File: src/hcfc_pkg.sv
// Shared types and constants of the heating circuit flow controller.
`default_nettype none
package hcfc_pkg;

  localparam int CFG_IDX_W  = 3;
  localparam int CFG_DATA_W = 17;
  localparam int TEMP_W     = 16;
  localparam int VALVE_W    = 15;

  localparam logic [CFG_IDX_W-1:0] CFG_CURVE_SLOPE    = 3'd0;
  localparam logic [CFG_IDX_W-1:0] CFG_CURVE_LEVEL    = 3'd1;
  localparam logic [CFG_IDX_W-1:0] CFG_SETBACK_AMOUNT = 3'd2;
  localparam logic [CFG_IDX_W-1:0] CFG_FLOW_MIN       = 3'd3;
  localparam logic [CFG_IDX_W-1:0] CFG_FLOW_MAX       = 3'd4;
  localparam logic [CFG_IDX_W-1:0] CFG_START_OUTDOOR  = 3'd5;
  localparam logic [CFG_IDX_W-1:0] CFG_GAIN_NOW       = 3'd6;
  localparam logic [CFG_IDX_W-1:0] CFG_GAIN_PREV      = 3'd7;

  // 30.0 degrees and 1.0 degree in 1/16 degree units
  localparam logic signed [15:0] FLOW_HEAT_MIN = 16'sd480;
  localparam logic signed [16:0] START_HYST    = 17'sd16;

  typedef struct packed {
    logic        [11:0] curve_slope;
    logic signed [15:0] curve_level;
    logic        [14:0] setback_amount;
    logic signed [15:0] flow_min;
    logic signed [15:0] flow_max;
    logic signed [15:0] start_outdoor;
    logic        [15:0] gain_now;
    logic signed [16:0] gain_prev;
  } cfg_t;

  typedef struct packed {
    logic load;
    logic mul_curve;
    logic calc_target;
    logic mul_now;
    logic mul_prev;
    logic calc_drive;
    logic out_load;
  } cmd_t;

  typedef struct packed {
    logic out_free;
  } status_t;

endpackage
`default_nettype wire

File: src/hcfc_cfg.sv
// Configuration register file of the heating circuit flow controller.
`default_nettype none
module hcfc_cfg
  import hcfc_pkg::*;
(
  input  wire logic                  clk,
  input  wire logic                  rst_n,
  input  wire logic                  cfg_we,
  input  wire logic [CFG_IDX_W-1:0]  cfg_index,
  input  wire logic [CFG_DATA_W-1:0] cfg_wdata,
  output cfg_t                       cfg
);

  cfg_t cfg_r;

  always_ff @(posedge clk) begin
    if (!rst_n) begin
      cfg_r.curve_slope    <= 12'd256;
      cfg_r.curve_level    <= 16'sd0;
      cfg_r.setback_amount <= 15'd0;
      cfg_r.flow_min       <= 16'sd0;
      cfg_r.flow_max       <= 16'sd1280;
      cfg_r.start_outdoor  <= 16'sd256;
      cfg_r.gain_now       <= 16'd256;
      cfg_r.gain_prev      <= -17'sd256;
    end else if (cfg_we) begin
      unique case (cfg_index)
        CFG_CURVE_SLOPE:    cfg_r.curve_slope    <= cfg_wdata[11:0];
        CFG_CURVE_LEVEL:    cfg_r.curve_level    <= $signed(cfg_wdata[15:0]);
        CFG_SETBACK_AMOUNT: cfg_r.setback_amount <= cfg_wdata[14:0];
        CFG_FLOW_MIN:       cfg_r.flow_min       <= $signed(cfg_wdata[15:0]);
        CFG_FLOW_MAX:       cfg_r.flow_max       <= $signed(cfg_wdata[15:0]);
        CFG_START_OUTDOOR:  cfg_r.start_outdoor  <= $signed(cfg_wdata[15:0]);
        CFG_GAIN_NOW:       cfg_r.gain_now       <= cfg_wdata[15:0];
        CFG_GAIN_PREV:      cfg_r.gain_prev      <= $signed(cfg_wdata[16:0]);
        default: ;
      endcase
    end
  end

  assign cfg = cfg_r;

endmodule
`default_nettype wire

File: src/hcfc_ctrl.sv
// Sequencing state machine of the heating circuit flow controller.
`default_nettype none
module hcfc_ctrl
  import hcfc_pkg::*;
(
  input  wire logic    clk,
  input  wire logic    rst_n,
  input  wire logic    in_valid,
  output logic         in_ready,
  input  wire status_t status,
  output cmd_t         cmd
);

  localparam logic [2:0] S_IDLE = 3'd0;
  localparam logic [2:0] S_MULC = 3'd1;
  localparam logic [2:0] S_TGT  = 3'd2;
  localparam logic [2:0] S_MULN = 3'd3;
  localparam logic [2:0] S_MULP = 3'd4;
  localparam logic [2:0] S_SUM  = 3'd5;
  localparam logic [2:0] S_OUT  = 3'd6;

  logic [2:0] state_r, state_nxt;

  assign in_ready = (state_r == S_IDLE);

  always_comb begin
    state_nxt = state_r;
    unique case (state_r)
      S_IDLE:  if (in_valid) state_nxt = S_MULC;
      S_MULC:  state_nxt = S_TGT;
      S_TGT:   state_nxt = S_MULN;
      S_MULN:  state_nxt = S_MULP;
      S_MULP:  state_nxt = S_SUM;
      S_SUM:   state_nxt = S_OUT;
      S_OUT:   if (status.out_free) state_nxt = S_IDLE;
      default: state_nxt = S_IDLE;
    endcase
  end

  always_ff @(posedge clk) begin
    if (!rst_n) begin
      state_r <= S_IDLE;
    end else begin
      state_r <= state_nxt;
    end
  end

  always_comb begin
    cmd.load        = in_ready && in_valid;
    cmd.mul_curve   = (state_r == S_MULC);
    cmd.calc_target = (state_r == S_TGT);
    cmd.mul_now     = (state_r == S_MULN);
    cmd.mul_prev    = (state_r == S_MULP);
    cmd.calc_drive  = (state_r == S_SUM);
    cmd.out_load    = (state_r == S_OUT) && status.out_free;
  end

  a_one_cmd: assert property (@(posedge clk) disable iff (!rst_n)
    $onehot0({cmd.load, cmd.mul_curve, cmd.calc_target, cmd.mul_now,
              cmd.mul_prev, cmd.calc_drive, cmd.out_load}))
    else $error("more than one datapath command at once");

  a_start: assert property (@(posedge clk) disable iff (!rst_n)
    cmd.load |=> (state_r == S_MULC))
    else $error("accepted transaction did not start the sequence");

  a_hold_out: assert property (@(posedge clk) disable iff (!rst_n)
    (state_r == S_OUT) && !status.out_free |=> (state_r == S_OUT))
    else $error("result left before the output register was free");

  a_sum_out: assert property (@(posedge clk) disable iff (!rst_n)
    (state_r == S_SUM) |=> (state_r == S_OUT))
    else $error("sequence skipped the output step");

endmodule
`default_nettype wire

File: src/hcfc_dp.sv
// Datapath of the heating circuit flow controller: shared multiplier, state, output register.
`default_nettype none
module hcfc_dp
  import hcfc_pkg::*;
#(
  parameter int Y_LOW  = 0,
  parameter int Y_HIGH = 25600
) (
  input  wire logic                     clk,
  input  wire logic                     rst_n,
  input  wire cfg_t                     cfg,
  input  wire cmd_t                     cmd,
  output status_t                       status,
  input  wire logic signed [TEMP_W-1:0] in_room_target,
  input  wire logic signed [TEMP_W-1:0] in_outdoor_now,
  input  wire logic signed [TEMP_W-1:0] in_outdoor_mean,
  input  wire logic signed [TEMP_W-1:0] in_flow_measured,
  input  wire logic                     in_reduced_mode,
  input  wire logic                     in_party_active,
  input  wire logic signed [TEMP_W-1:0] in_frost_threshold,
  input  wire logic                     out_ready,
  output logic                          out_valid,
  output logic signed [TEMP_W-1:0]      out_flow_target,
  output logic        [VALVE_W-1:0]     out_valve_drive,
  output logic                          out_pump_on
);

  localparam logic signed [33:0] Y_LO = 34'(Y_LOW);
  localparam logic signed [33:0] Y_HI = 34'(Y_HIGH);

  // captured transaction
  logic signed [15:0] room_r, outdoor_r, mean_r, flow_r, frost_r;
  logic               setback_r;
  logic signed [16:0] diff_r;

  logic signed [35:0] prod_r, acc_r;
  logic signed [15:0] target_r;
  logic signed [16:0] err_r;

  // controller state
  logic        [VALVE_W-1:0] drive_r;
  logic signed [16:0]        last_err_r;
  logic                      pump_r;

  logic                      out_valid_r;
  logic signed [15:0]        out_target_r;
  logic        [VALVE_W-1:0] out_drive_r;
  logic                      out_pump_r;

  logic signed [17:0] mul_a, mul_b;
  logic signed [35:0] prod_nxt;
  logic signed [23:0] tgt_sum, tgt_clamp;
  logic signed [15:0] target_nxt;
  logic signed [36:0] pi_sum;
  logic signed [32:0] delta;
  logic signed [33:0] y_raw, y_clamp;
  logic               pump_nxt;

  always_comb begin
    unique case (1'b1)
      cmd.mul_now: begin
        mul_a = $signed({err_r[16], err_r});
        mul_b = $signed({2'b00, cfg.gain_now});
      end
      cmd.mul_prev: begin
        mul_a = $signed({last_err_r[16], last_err_r});
        mul_b = $signed({cfg.gain_prev[16], cfg.gain_prev});
      end
      default: begin
        mul_a = $signed({diff_r[16], diff_r});
        mul_b = $signed({6'b000000, cfg.curve_slope});
      end
    endcase
    prod_nxt = mul_a * mul_b;
  end

  // heating curve, setback and flow limits
  always_comb begin
    tgt_sum = 24'(room_r) + 24'(cfg.curve_level) + $signed(prod_r[31:8]);
    if (setback_r) begin
      tgt_sum = tgt_sum - $signed({9'd0, cfg.setback_amount});
    end
    tgt_clamp = tgt_sum;
    if (tgt_clamp < 24'(cfg.flow_min)) tgt_clamp = 24'(cfg.flow_min);
    if (tgt_clamp > 24'(cfg.flow_max)) tgt_clamp = 24'(cfg.flow_max);
    target_nxt = tgt_clamp[15:0];
  end

  // incremental PI step
  always_comb begin
    pi_sum  = 37'(acc_r) + 37'(prod_r);
    delta   = 33'(pi_sum >>> 4);
    y_raw   = $signed({19'd0, drive_r}) + 34'(delta);
    y_clamp = y_raw;
    if (y_clamp < Y_LO) y_clamp = Y_LO;
    if (y_clamp > Y_HI) y_clamp = Y_HI;
  end

  always_comb begin
    priority if ((mean_r < cfg.start_outdoor) && (target_r > FLOW_HEAT_MIN)) begin
      pump_nxt = 1'b1;
    end else if (17'(mean_r) > (17'(cfg.start_outdoor) + START_HYST)) begin
      pump_nxt = 1'b0;
    end else if (outdoor_r < frost_r) begin
      pump_nxt = 1'b1;
    end else begin
      pump_nxt = pump_r;
    end
  end

  always_ff @(posedge clk) begin
    if (cmd.load) begin
      room_r    <= in_room_target;
      outdoor_r <= in_outdoor_now;
      mean_r    <= in_outdoor_mean;
      flow_r    <= in_flow_measured;
      frost_r   <= in_frost_threshold;
      setback_r <= in_reduced_mode && !in_party_active;
      diff_r    <= 17'(in_room_target) - 17'(in_outdoor_now);
    end
    if (cmd.mul_curve || cmd.mul_now || cmd.mul_prev) begin
      prod_r <= prod_nxt;
    end
    if (cmd.mul_prev) begin
      acc_r <= prod_r;
    end
    if (cmd.calc_target) begin
      target_r <= target_nxt;
      err_r    <= 17'(target_nxt) - 17'(flow_r);
    end
    if (cmd.out_load) begin
      out_target_r <= target_r;
      out_drive_r  <= drive_r;
      out_pump_r   <= pump_r;
    end
  end

  always_ff @(posedge clk) begin
    if (!rst_n) begin
      drive_r     <= '0;
      last_err_r  <= '0;
      pump_r      <= 1'b0;
      out_valid_r <= 1'b0;
    end else begin
      if (cmd.calc_drive) begin
        drive_r    <= y_clamp[VALVE_W-1:0];
        last_err_r <= err_r;
        pump_r     <= pump_nxt;
      end
      if (cmd.out_load) begin
        out_valid_r <= 1'b1;
      end else if (out_ready) begin
        out_valid_r <= 1'b0;
      end
    end
  end

  assign status.out_free = !out_valid_r || out_ready;
  assign out_valid       = out_valid_r;
  assign out_flow_target = out_target_r;
  assign out_valve_drive = out_drive_r;
  assign out_pump_on     = out_pump_r;

  a_drive_cap: assert property (@(posedge clk) disable iff (!rst_n)
    $signed({19'd0, drive_r}) <= Y_HI || Y_HI < 34'sd0)
    else $error("valve drive above its upper limit");

  a_load_free: assert property (@(posedge clk) disable iff (!rst_n)
    cmd.out_load |-> status.out_free)
    else $error("output register overwritten while occupied");

  a_state_hold: assert property (@(posedge clk) disable iff (!rst_n)
    !cmd.calc_drive |=> $stable(drive_r) && $stable(last_err_r))
    else $error("controller state changed outside the update step");

endmodule
`default_nettype wire

File: src/heating_circuit_flow_controller_unit.sv
// Top level of the heating circuit flow controller.
//
// Usage:
//  - Input channel (in_valid / in_ready): one transaction per sample, with room
//    setpoint, outdoor, mean outdoor, measured flow, frost threshold and flags.
//  - Output channel (out_valid / out_ready): one transaction per sample, with
//    the clamped flow setpoint, the valve command and the pump command.
//  - Configuration port (cfg_we / cfg_index / cfg_wdata): write the curve,
//    limit and gain registers while the block is idle; index 0..7.
//  - Sequence: curve product, target, the two PI products (one per cycle),
//    valve update, then the output register load once that register is
//    free; out_valid is registered from that load. A single shared 18x18
//    multiplier serves all three products; in_ready is high only in idle.
//  - A new sample is taken while the previous result still sits in the
//    output register; if the receiver stalls, the finished sample holds in
//    the datapath and in_ready stays low until the output register frees.
//  - Reset (rst_n low, synchronous) loads the register defaults, clears the
//    valve level, the stored error and the pump state, and empties the output.
`default_nettype none
module heating_circuit_flow_controller_unit
  import hcfc_pkg::*;
#(
  parameter int Y_LOW  = 0,
  parameter int Y_HIGH = 25600
) (
  input  wire logic                     clk,
  input  wire logic                     rst_n,
  input  wire logic                     cfg_we,
  input  wire logic [CFG_IDX_W-1:0]     cfg_index,
  input  wire logic [CFG_DATA_W-1:0]    cfg_wdata,
  input  wire logic                     in_valid,
  output logic                          in_ready,
  input  wire logic signed [TEMP_W-1:0] in_room_target,
  input  wire logic signed [TEMP_W-1:0] in_outdoor_now,
  input  wire logic signed [TEMP_W-1:0] in_outdoor_mean,
  input  wire logic signed [TEMP_W-1:0] in_flow_measured,
  input  wire logic                     in_reduced_mode,
  input  wire logic                     in_party_active,
  input  wire logic signed [TEMP_W-1:0] in_frost_threshold,
  output logic                          out_valid,
  input  wire logic                     out_ready,
  output logic signed [TEMP_W-1:0]      out_flow_target,
  output logic        [VALVE_W-1:0]     out_valve_drive,
  output logic                          out_pump_on
);

  cfg_t    cfg;
  cmd_t    cmd;
  status_t status;

  // register file: hold the settings between samples
  hcfc_cfg u_cfg (
    .clk       (clk),
    .rst_n     (rst_n),
    .cfg_we    (cfg_we),
    .cfg_index (cfg_index),
    .cfg_wdata (cfg_wdata),
    .cfg       (cfg)
  );

  // controller: step the datapath through curve, PI and output phases
  hcfc_ctrl u_ctrl (
    .clk      (clk),
    .rst_n    (rst_n),
    .in_valid (in_valid),
    .in_ready (in_ready),
    .status   (status),
    .cmd      (cmd)
  );

  // datapath: compute the setpoint, advance the valve level, decide the pump
  hcfc_dp #(
    .Y_LOW  (Y_LOW),
    .Y_HIGH (Y_HIGH)
  ) u_dp (
    .clk                (clk),
    .rst_n              (rst_n),
    .cfg                (cfg),
    .cmd                (cmd),
    .status             (status),
    .in_room_target     (in_room_target),
    .in_outdoor_now     (in_outdoor_now),
    .in_outdoor_mean    (in_outdoor_mean),
    .in_flow_measured   (in_flow_measured),
    .in_reduced_mode    (in_reduced_mode),
    .in_party_active    (in_party_active),
    .in_frost_threshold (in_frost_threshold),
    .out_ready          (out_ready),
    .out_valid          (out_valid),
    .out_flow_target    (out_flow_target),
    .out_valve_drive    (out_valve_drive),
    .out_pump_on        (out_pump_on)
  );

endmodule
`default_nettype wire

File: config.mk
export PLATFORM = sky130hd
export DESIGN_NAME = heating_circuit_flow_controller_unit
export DESIGN_NICKNAME = d
export VERILOG_FILES = /design/src/hcfc_pkg.sv /design/src/hcfc_cfg.sv /design/src/hcfc_ctrl.sv /design/src/hcfc_dp.sv /design/src/heating_circuit_flow_controller_unit.sv
export SDC_FILE = /design/constraint.sdc
export NUM_CORES = 2
export LEC_CHECK = 0
export ABC_CLOCK_PERIOD_IN_PS = 11190
export BUFFER_PORTS_ARGS = -buffer_cell sky130_fd_sc_hd__buf_2
export CAP_MARGIN = 20
export CORE_MARGIN = 3
export CORE_UTILIZATION = 58
export DETAILED_ROUTE_END_ITERATION = 10
export GPL_TIMING_DRIVEN = 0
export PLACE_DENSITY = 0.88
export SYNTH_ARGS = -nofsm -noshare
export SYNTH_HDL_FRONTEND = slang
export SYNTH_SLANG_ARGS = --single-unit
File: constraint.sdc
create_clock -name clk -period 11.19 [get_ports clk]
set_input_delay 0.5595 -clock clk [delete_from_list [all_inputs] [get_ports clk]]
set_output_delay 0.5595 -clock clk [all_outputs]
set_load 0.005 [all_outputs]
-- Word-level counts from Yosys, hierarchy flattened
Cells that the tools add are included.
- flip-flop bits (word level): 396
- word-level logic and storage cells: 97
- output and inout bits: 34
- input port bits: 107
- $add $sub $neg: 8
- reductions and logical operators: 23
- multiplexer cells: 15
- equal/unequal tests: 15
- order comparisons: 8
- multipliers: 1
- operator list (kind ; number):
    $pmux W18 S2 ; 2
    $mux W24 ; 2
    $add A36 B36 Y37 ; 1
    $mul A18 B18 Y36 ; 1
    $add A16 B33 Y34 ; 1
    $gt A34 B16 Y1 const B ; 1
    $lt A34 B1 Y1 const B ; 1
    $mux W34 ; 1
    $sub A16 B16 Y17 ; 2
    $lt A16 B16 Y1 ; 2
    $add A24 B24 Y24 ; 1
    $gt A24 B16 Y1 ; 1
    $lt A24 B16 Y1 ; 1
    $sub A24 B16 Y24 ; 1
    $eq A3 B3 Y1 const B ; 7
    $pmux W3 S7 ; 1
    $reduce_and A2 Y1 ; 10
    $add A16 B16 Y17 ; 1
    $add A16 B6 Y17 const B ; 1
    $gt A16 B17 Y1 ; 1
    $gt A16 B10 Y1 const B ; 1
    $mux W16 ; 1
    $mux W15 ; 1
    $eq A3 B2 Y1 const B ; 4
    other kinds (11) ; 24

-- Longest topological paths before layout
- depth after elaboration: 9
- gate-level depth with buffers: 67
- depth with buffers taken out: 65

-- Modules after synthesis
From an unflattened synthesis, not the netlist that was laid out.
- cell total of the unflattened synthesis: 3521
- area, all modules: 34948.5 um2
- by module, submodules not included (module ; cells each ; seq. area each (um2) ; instances ; area each (um2)):
    hcfc_dp ; 3055 ; 7737.4 ; 1 ; 30126.4
    hcfc_cfg ; 443 ; 2482.4 ; 1 ; 4611.9
    hcfc_ctrl ; 23 ; 60.1 ; 1 ; 210.2

-- Worst setup path before layout
No wires, ideal clock.
- path type: register to register
- start: register u_dp.room_r[1]
- end: register u_dp.err_r[14], data pin
- stages on the path, launching flop included: 60
- setup time: 0.258 ns
- arrival: 11.786 ns
- clock period less this slack: 12.044 ns
- data required time: 10.932 ns
- buffers on the path: 2
- setup slack: -0.854 ns
- cell sequence: edfxtp_1 > ha_1 > a21o_1 > a21oi_1 > o21bai_1 > a21oi_1 > o21bai_1 > a21oi_1 > o21ai_0 > a21oi_1 > o21ai_0 > xor2_1 > ha_1 > a211oi_1 > nand2_1 > a31o_2 > nor4_1 > mux2_2 > [24 not listed] > o21ai_0 > clkbuf_1 > mux2i_1 > ha_1 > inv_1 > fa_1 > a21o_1 > a21oi_1 > o21ai_0 > a21oi_1 > o21ai_0 > a21oi_1 > o21ai_0 > a21oi_1 > o21ai_0 > a21o_1 > a211oi_1 > nor2_1
- word-level cells in the longest chain between the ends: 9
- RTL lines (what ; line ; RTL):
    start, declared ; hcfc_dp.sv:32 ; logic signed [15:0] room_r, outdoor_r, mean_r, flow_r, frost_r;
    start signal, assigned ; hcfc_dp.sv:113 ; room_r <= in_room_target;
    $add A16 B16 Y17 (*) ; hcfc_dp.sv:79 ; tgt_sum = 24'(room_r) + 24'(cfg.curve_level) + $signed(prod_r[31:8]);
    $add A24 B24 Y24 (*) ; hcfc_dp.sv:79 ;
    $sub A24 B16 Y24 ; hcfc_dp.sv:81 ; tgt_sum = tgt_sum - $signed({9'd0, cfg.setback_amount});
    $mux W24 (*) ; hcfc_dp.sv:80 ; if (setback_r) begin
    $lt A24 B16 Y1 ; hcfc_dp.sv:84 ; if (tgt_clamp < 24'(cfg.flow_min)) tgt_clamp = 24'(cfg.flow_min);
    $mux W24 (*) ; hcfc_dp.sv:84 ;
    $gt A24 B16 Y1 ; hcfc_dp.sv:85 ; if (tgt_clamp > 24'(cfg.flow_max)) tgt_clamp = 24'(cfg.flow_max);
    $mux W16 (*) ; hcfc_dp.sv:85 ;
    $sub A16 B16 Y17 (*) ; hcfc_dp.sv:129 ; err_r <= 17'(target_nxt) - 17'(flow_r);
    end signal, assigned ; hcfc_dp.sv:129 ;
    end, declared ; hcfc_dp.sv:38 ; logic signed [16:0] err_r;
Mark *: on every way between the ends. The rest lies on a longest branch, timed or not.
A chain may end at the register's enable or synchronous reset.

-- Worst setup path after layout
- start: register u_dp.room_r[1]
- end: register u_dp.err_r[14], data pin
- word-level cells in the longest chain between the ends: 9
- RTL lines (what ; line ; RTL):
    $add A16 B16 Y17 (*) ; hcfc_dp.sv:79 ;
    $add A24 B24 Y24 (*) ; hcfc_dp.sv:79 ;
    $sub A24 B16 Y24 ; hcfc_dp.sv:81 ;
    $mux W24 (*) ; hcfc_dp.sv:80 ;
    $lt A24 B16 Y1 ; hcfc_dp.sv:84 ;
    $mux W24 (*) ; hcfc_dp.sv:84 ;
    $gt A24 B16 Y1 ; hcfc_dp.sv:85 ;
    $mux W16 (*) ; hcfc_dp.sv:85 ;
    net u_dp.tgt_clamp[1] ; hcfc_dp.sv:52 ; logic signed [23:0] tgt_sum, tgt_clamp;
    $sub A16 B16 Y17 (*) ; hcfc_dp.sv:129 ;
The timed path passes the listed nets; every way through them passes the cells marked *.

==> reports/metrics.yaml <==
logic_synthesis:
  yosys_warnings: 0
  synth.distinct_cells: 100
  synth_edf_count: 235
  yosysTopAreaCell: "edfxtp_1"
  synth.top_cell.area_share: 0.201
  ys_seq_elements: 396
  avgSynthCellArea_um2: 9.20
  syn_nets: 4575
  syn_area_um2: 35200
  synthCells: 3824
  async_flop_share: 0
  yosys-top-cells-area: "edfxtp_1 20%, fa_1 18%, ha_1 11%, dfxtp_1 9.2%, nand2_1 6.3%"
  yosysSeqAreaShare: 0.292
  ys.flop_type: "edfxtp_1"
clock_network:
  cts_tree: "done"
  cts-root-buf: "clkbuf_16"
  worstSkewPairLatency_ns: 0.62
  ctsLongestPathBuffers: 3
  path_clk_slew_ns: 0.07
  cts_num_sinks: 396
  numCtsBuffers: 41
  ctsHtreeMaxLevel: 2
  cts_hold_buf: 0
detailed_routing:
  drt_iter0_markers: 3273
  route.detailed.drc: 0
  num_vias: 30000
  viasPerCell: 6.12
  firstDrtPassIters: 8
  drtAntennaViolNets: 0
  wirelength_um: 106000
  routedWlPerCell_um: 21.6
min_path:
  min_from: "in_outdoor_mean[5]"
  hp-class: "in2reg"
  min_to: "u_dp.mean_r[5]$_DFFE_PP_"
  hold_depth: 1
timing:
  setup_viol: 10
  rsz0062_at_grt: "yes"
  layout_min_cycle_time_ns: 12.07
  clock.fmax_ghz: 0.0828
  hold_viol_final: 0
  tightest_slew_ns: 1.26
  setup_slack_ns: -0.885
  fin_skew_ns: 0.0324
  fin_crit_sh: 1.08
  max_slew_margin: 0.149
  drv_slew: 0
critical_path:
  setup.worst_path.start_class: "flop"
  worstSetupPathType: "reg2reg"
  cpMostUsedCell: "a21oi_2"
  crit_required_ns: 11.55
  r2r_setup_slack_ns: -0.88
  slowest_delay_ns: 0.47
  crit_path_end_kind: "flop"
  r2r-end: "u_dp.err_r[14]$_DFFE_PP_"
  cp_slowest_cell: "nor4bb_1"
  cp.arrival_ns: 12.44
  worst-path-max-fanout: 7
  timing.rr.start: "u_dp.room_r[1]$_DFFE_PP_"
  r2r_cells: 59
finish:
  final_cells: 4895
  area_growth_pct: 13.3
  fill_cells: 4300
  drive_above_1_share: 0.127
  final_nets: 4836
  utilization: 0.670
floorplanning:
  start_util: 0.592
  num_io_pins: 141
  die_y_um: 252
  row_count: 89
  dieArea_um2: 63700
  core_area_um2: 59500
  dieWidth_um: 252
power_and_ir_drop:
  p_per_area_nw_per_um2: 247
  leakage_nw: 17.5
  ir_worst_vdd_uv: 422
global_route:
  grt_max_degree: 65
  grt.total_usage: 0.322
  grt_pass1_wl_um: 160000
  antenna_found_initial: 4
  overflow: 0
  grt_pass1_vias: 29900
placement:
  gp_congestion: 1.02
  place_inst: 4728
  portBuffers: 125
  hpwl_um: 78200
job:
  drv_cap: 0
outcome:
  status: "finished with violations"
  violations: "setup timing"
critical path, delay by kind of cell, from the launching register on:
| family | cells | cell delay (ns) |
|---|---|---|
| DFF | 1 | 0.38 |
| and+or+nand+nor | 8 | 1.27 |
| muxes | 2 | 0.66 |
| buffers and inverters | 11 | 1.45 |
| adders and majority gates | 5 | 1.47 |
| AOI/OAI and AO/OA | 31 | 6.07 |
| xor gates and xnor gates | 2 | 0.50 |
flip-flops by register name, indices dropped and copies added, names as in the netlist:
signal	cells
u_dp.last_err_r	17
u_dp.target_r	16
u_dp.setback_r	1
u_dp.flow_r	16
u_cfg.cfg	124
u_ctrl.state_r	3
u_dp.outdoor_r	16
u_dp.err_r	17
u_dp.frost_r	16
u_dp.out_flow_target	16
u_dp.out_valve_drive	15
u_dp.room_r	16
u_dp.acc_r	36
u_dp.mean_r	16
u_dp.drive_r	15
u_dp.out_valid	1
u_dp.out_pump_on	1
u_dp.pump_r	1
u_dp.prod_r	36
u_dp.diff_r	17
what timing repair did:
action	in CTS	in global routing
endpoints found under the setup margin	16	17
pin swaps	98	53
buffers inserted	84	19
resized for setup	126	68
cloned	0	0
power by group:
| group | leakage (nW) | total [W] | switching, W | internal (W) |
|---|---|---|---|---|
| Sequential | 3.49 | 0.00201 | 0.000147 | 0.00186 |
| Combinational | 13.3 | 0.00643 | 0.00366 | 0.00277 |
| Clock | 0.649 | 0.00141 | 0.000645 | 0.000761 |
| Total | 17.5 | 0.00984 | 0.00445 | 0.00539 |
how the worst max path moves through the flow:
stage | startpoint | end | slack [ns]
global route | u_dp.room_r[1]$_DFFE_PP_ | u_dp.err_r[14]$_DFFE_PP_ | -1.35
detailed placement | u_dp.room_r[0]$_DFFE_PP_ | u_dp.err_r[14]$_DFFE_PP_ | -2.37
finish | u_dp.room_r[1]$_DFFE_PP_ | u_dp.err_r[14]$_DFFE_PP_ | -0.88
global placement | u_dp.room_r[0]$_DFFE_PP_ | u_dp.err_r[14]$_DFFE_PP_ | -2.00
CTS | u_dp.room_r[0]$_DFFE_PP_ | u_dp.err_r[14]$_DFFE_PP_ | -0.34
floorplan | u_dp.room_r[1]$_DFFE_PP_ | u_dp.err_r[14]$_DFFE_PP_ | 0.004
cells in the final DEF, fill, tap and decap left out, types with 14 or more instances in the layout:
master,Yosys,routed
a21o_1,86,86
xor2_1,32,28
fa_1,324,322
xnor2_1,106,95
o211ai_1,15,15
clkbuf_1,92,96
mux2i_1,34,33
a21oi_2,4,20
or2_2,14,14
inv_1,515,512
a21oi_1,286,268
nor3_1,40,36
nand2_1,594,591
nand2b_1,34,33
o21ai_0,120,90
o21ai_2,2,18
buf_4,4,82
nor2b_1,32,28
a21boi_0,19,15
mux2_2,30,25
nand4_1,30,30
o21a_1,45,45
clkbuf_16,0,42
o21ai_1,14,25
nand3_1,61,57
ha_1,320,304
and2_1,16,15
buf_2,7,132
and3_1,16,14
dfxtp_1,161,161
nor2_1,273,270
edfxtp_1,235,235
o21bai_1,14,14
clkbuf_2,12,15
layout make-up:
cell class,count,area (um2),share of cell area
Multi-Input combinational cell,2779,23200,0.583
Sequential cell,396,10300,0.258
Inverter,516,1940,0.0486
Timing Repair Buffer,218,1450,0.0363
Clock buffer,50,1060,0.0266
Tap cell,773,967,0.0243
Buffer,133,637,0.0160
Clock inverter,26,295,0.00741
Antenna cell,4,10.0,0.000251
cells in the mapped netlist, types with 13 or more instances:
| cell | instances |
|---|---|
| mux2i_1 | 34 |
| nor4_1 | 15 |
| nor2_1 | 273 |
| nor2b_1 | 32 |
| a21o_1 | 86 |
| o21ai_0 | 120 |
| dfxtp_1 | 161 |
| a21boi_0 | 19 |
| or2_2 | 14 |
| and3_1 | 16 |
| o21ai_1 | 14 |
| and2_1 | 16 |
| xnor2_1 | 106 |
| mux2_2 | 30 |
| inv_1 | 515 |
| nand2_1 | 594 |
| o21a_1 | 45 |
| edfxtp_1 | 235 |
| or3_1 | 15 |
| a21oi_1 | 286 |
| o21bai_1 | 14 |
| a31oi_1 | 15 |
| fa_1 | 324 |
| clkbuf_1 | 92 |
| nor3_1 | 40 |
| a211oi_1 | 18 |
| nand4_1 | 30 |
| ha_1 | 320 |
| o211ai_1 | 15 |
| nand2b_1 | 34 |
| xor2_1 | 32 |
| nand3_1 | 61 |
| o31ai_1 | 13 |
cells by family after synthesis:
group	after synthesis	share of synthesized area
buffers and inverters	649	0.0718
AO/OA/AOI/OAI	741	0.133
XOR/XNOR	140	0.0355
AND/OR/NAND/NOR	1190	0.150
adder cells (fa/ha/maj)	644	0.298
multiplexers	64	0.0193
flip-flops	396	0.292
per-layer routing:
| metal | vias to the layer above | share of wire | track usage |
|---|---|---|---|
| li1 | 13300 | - | - |
| met1 | 14300 | 0.37 | 0.402 |
| met2 | 1851 | 0.45 | 0.514 |
| met3 | 485 | 0.12 | 0.0934 |
| met4 | 2 | 0.063 | 0.160 |
| met5 | - | 0.000076 | 0 |
per-stage QoR:
| step | setup slack [ns] | TNS (ns) | cell area (um2) | hold slack [ns] | power [W] |
|---|---|---|---|---|---|
| finish | -0.885 | -5.96 | 39900 | 0.111 | 0.00984 |
| detailed placement | -2.37 | -20.11 | 37000 | 0.436 | 0.00668 |
| global placement | -2.00 | -16.80 | 36900 | 0.427 | 0.00650 |
| global route | -1.35 | -11.38 | 39900 | 0.108 | 0.0103 |
| CTS | -0.338 | -1.32 | 39400 | 0.106 | 0.00912 |
| floorplan | 0.00424 | 0 | 35300 | 0.417 | 0.00538 |
Power figures use the tool's default switching activity.
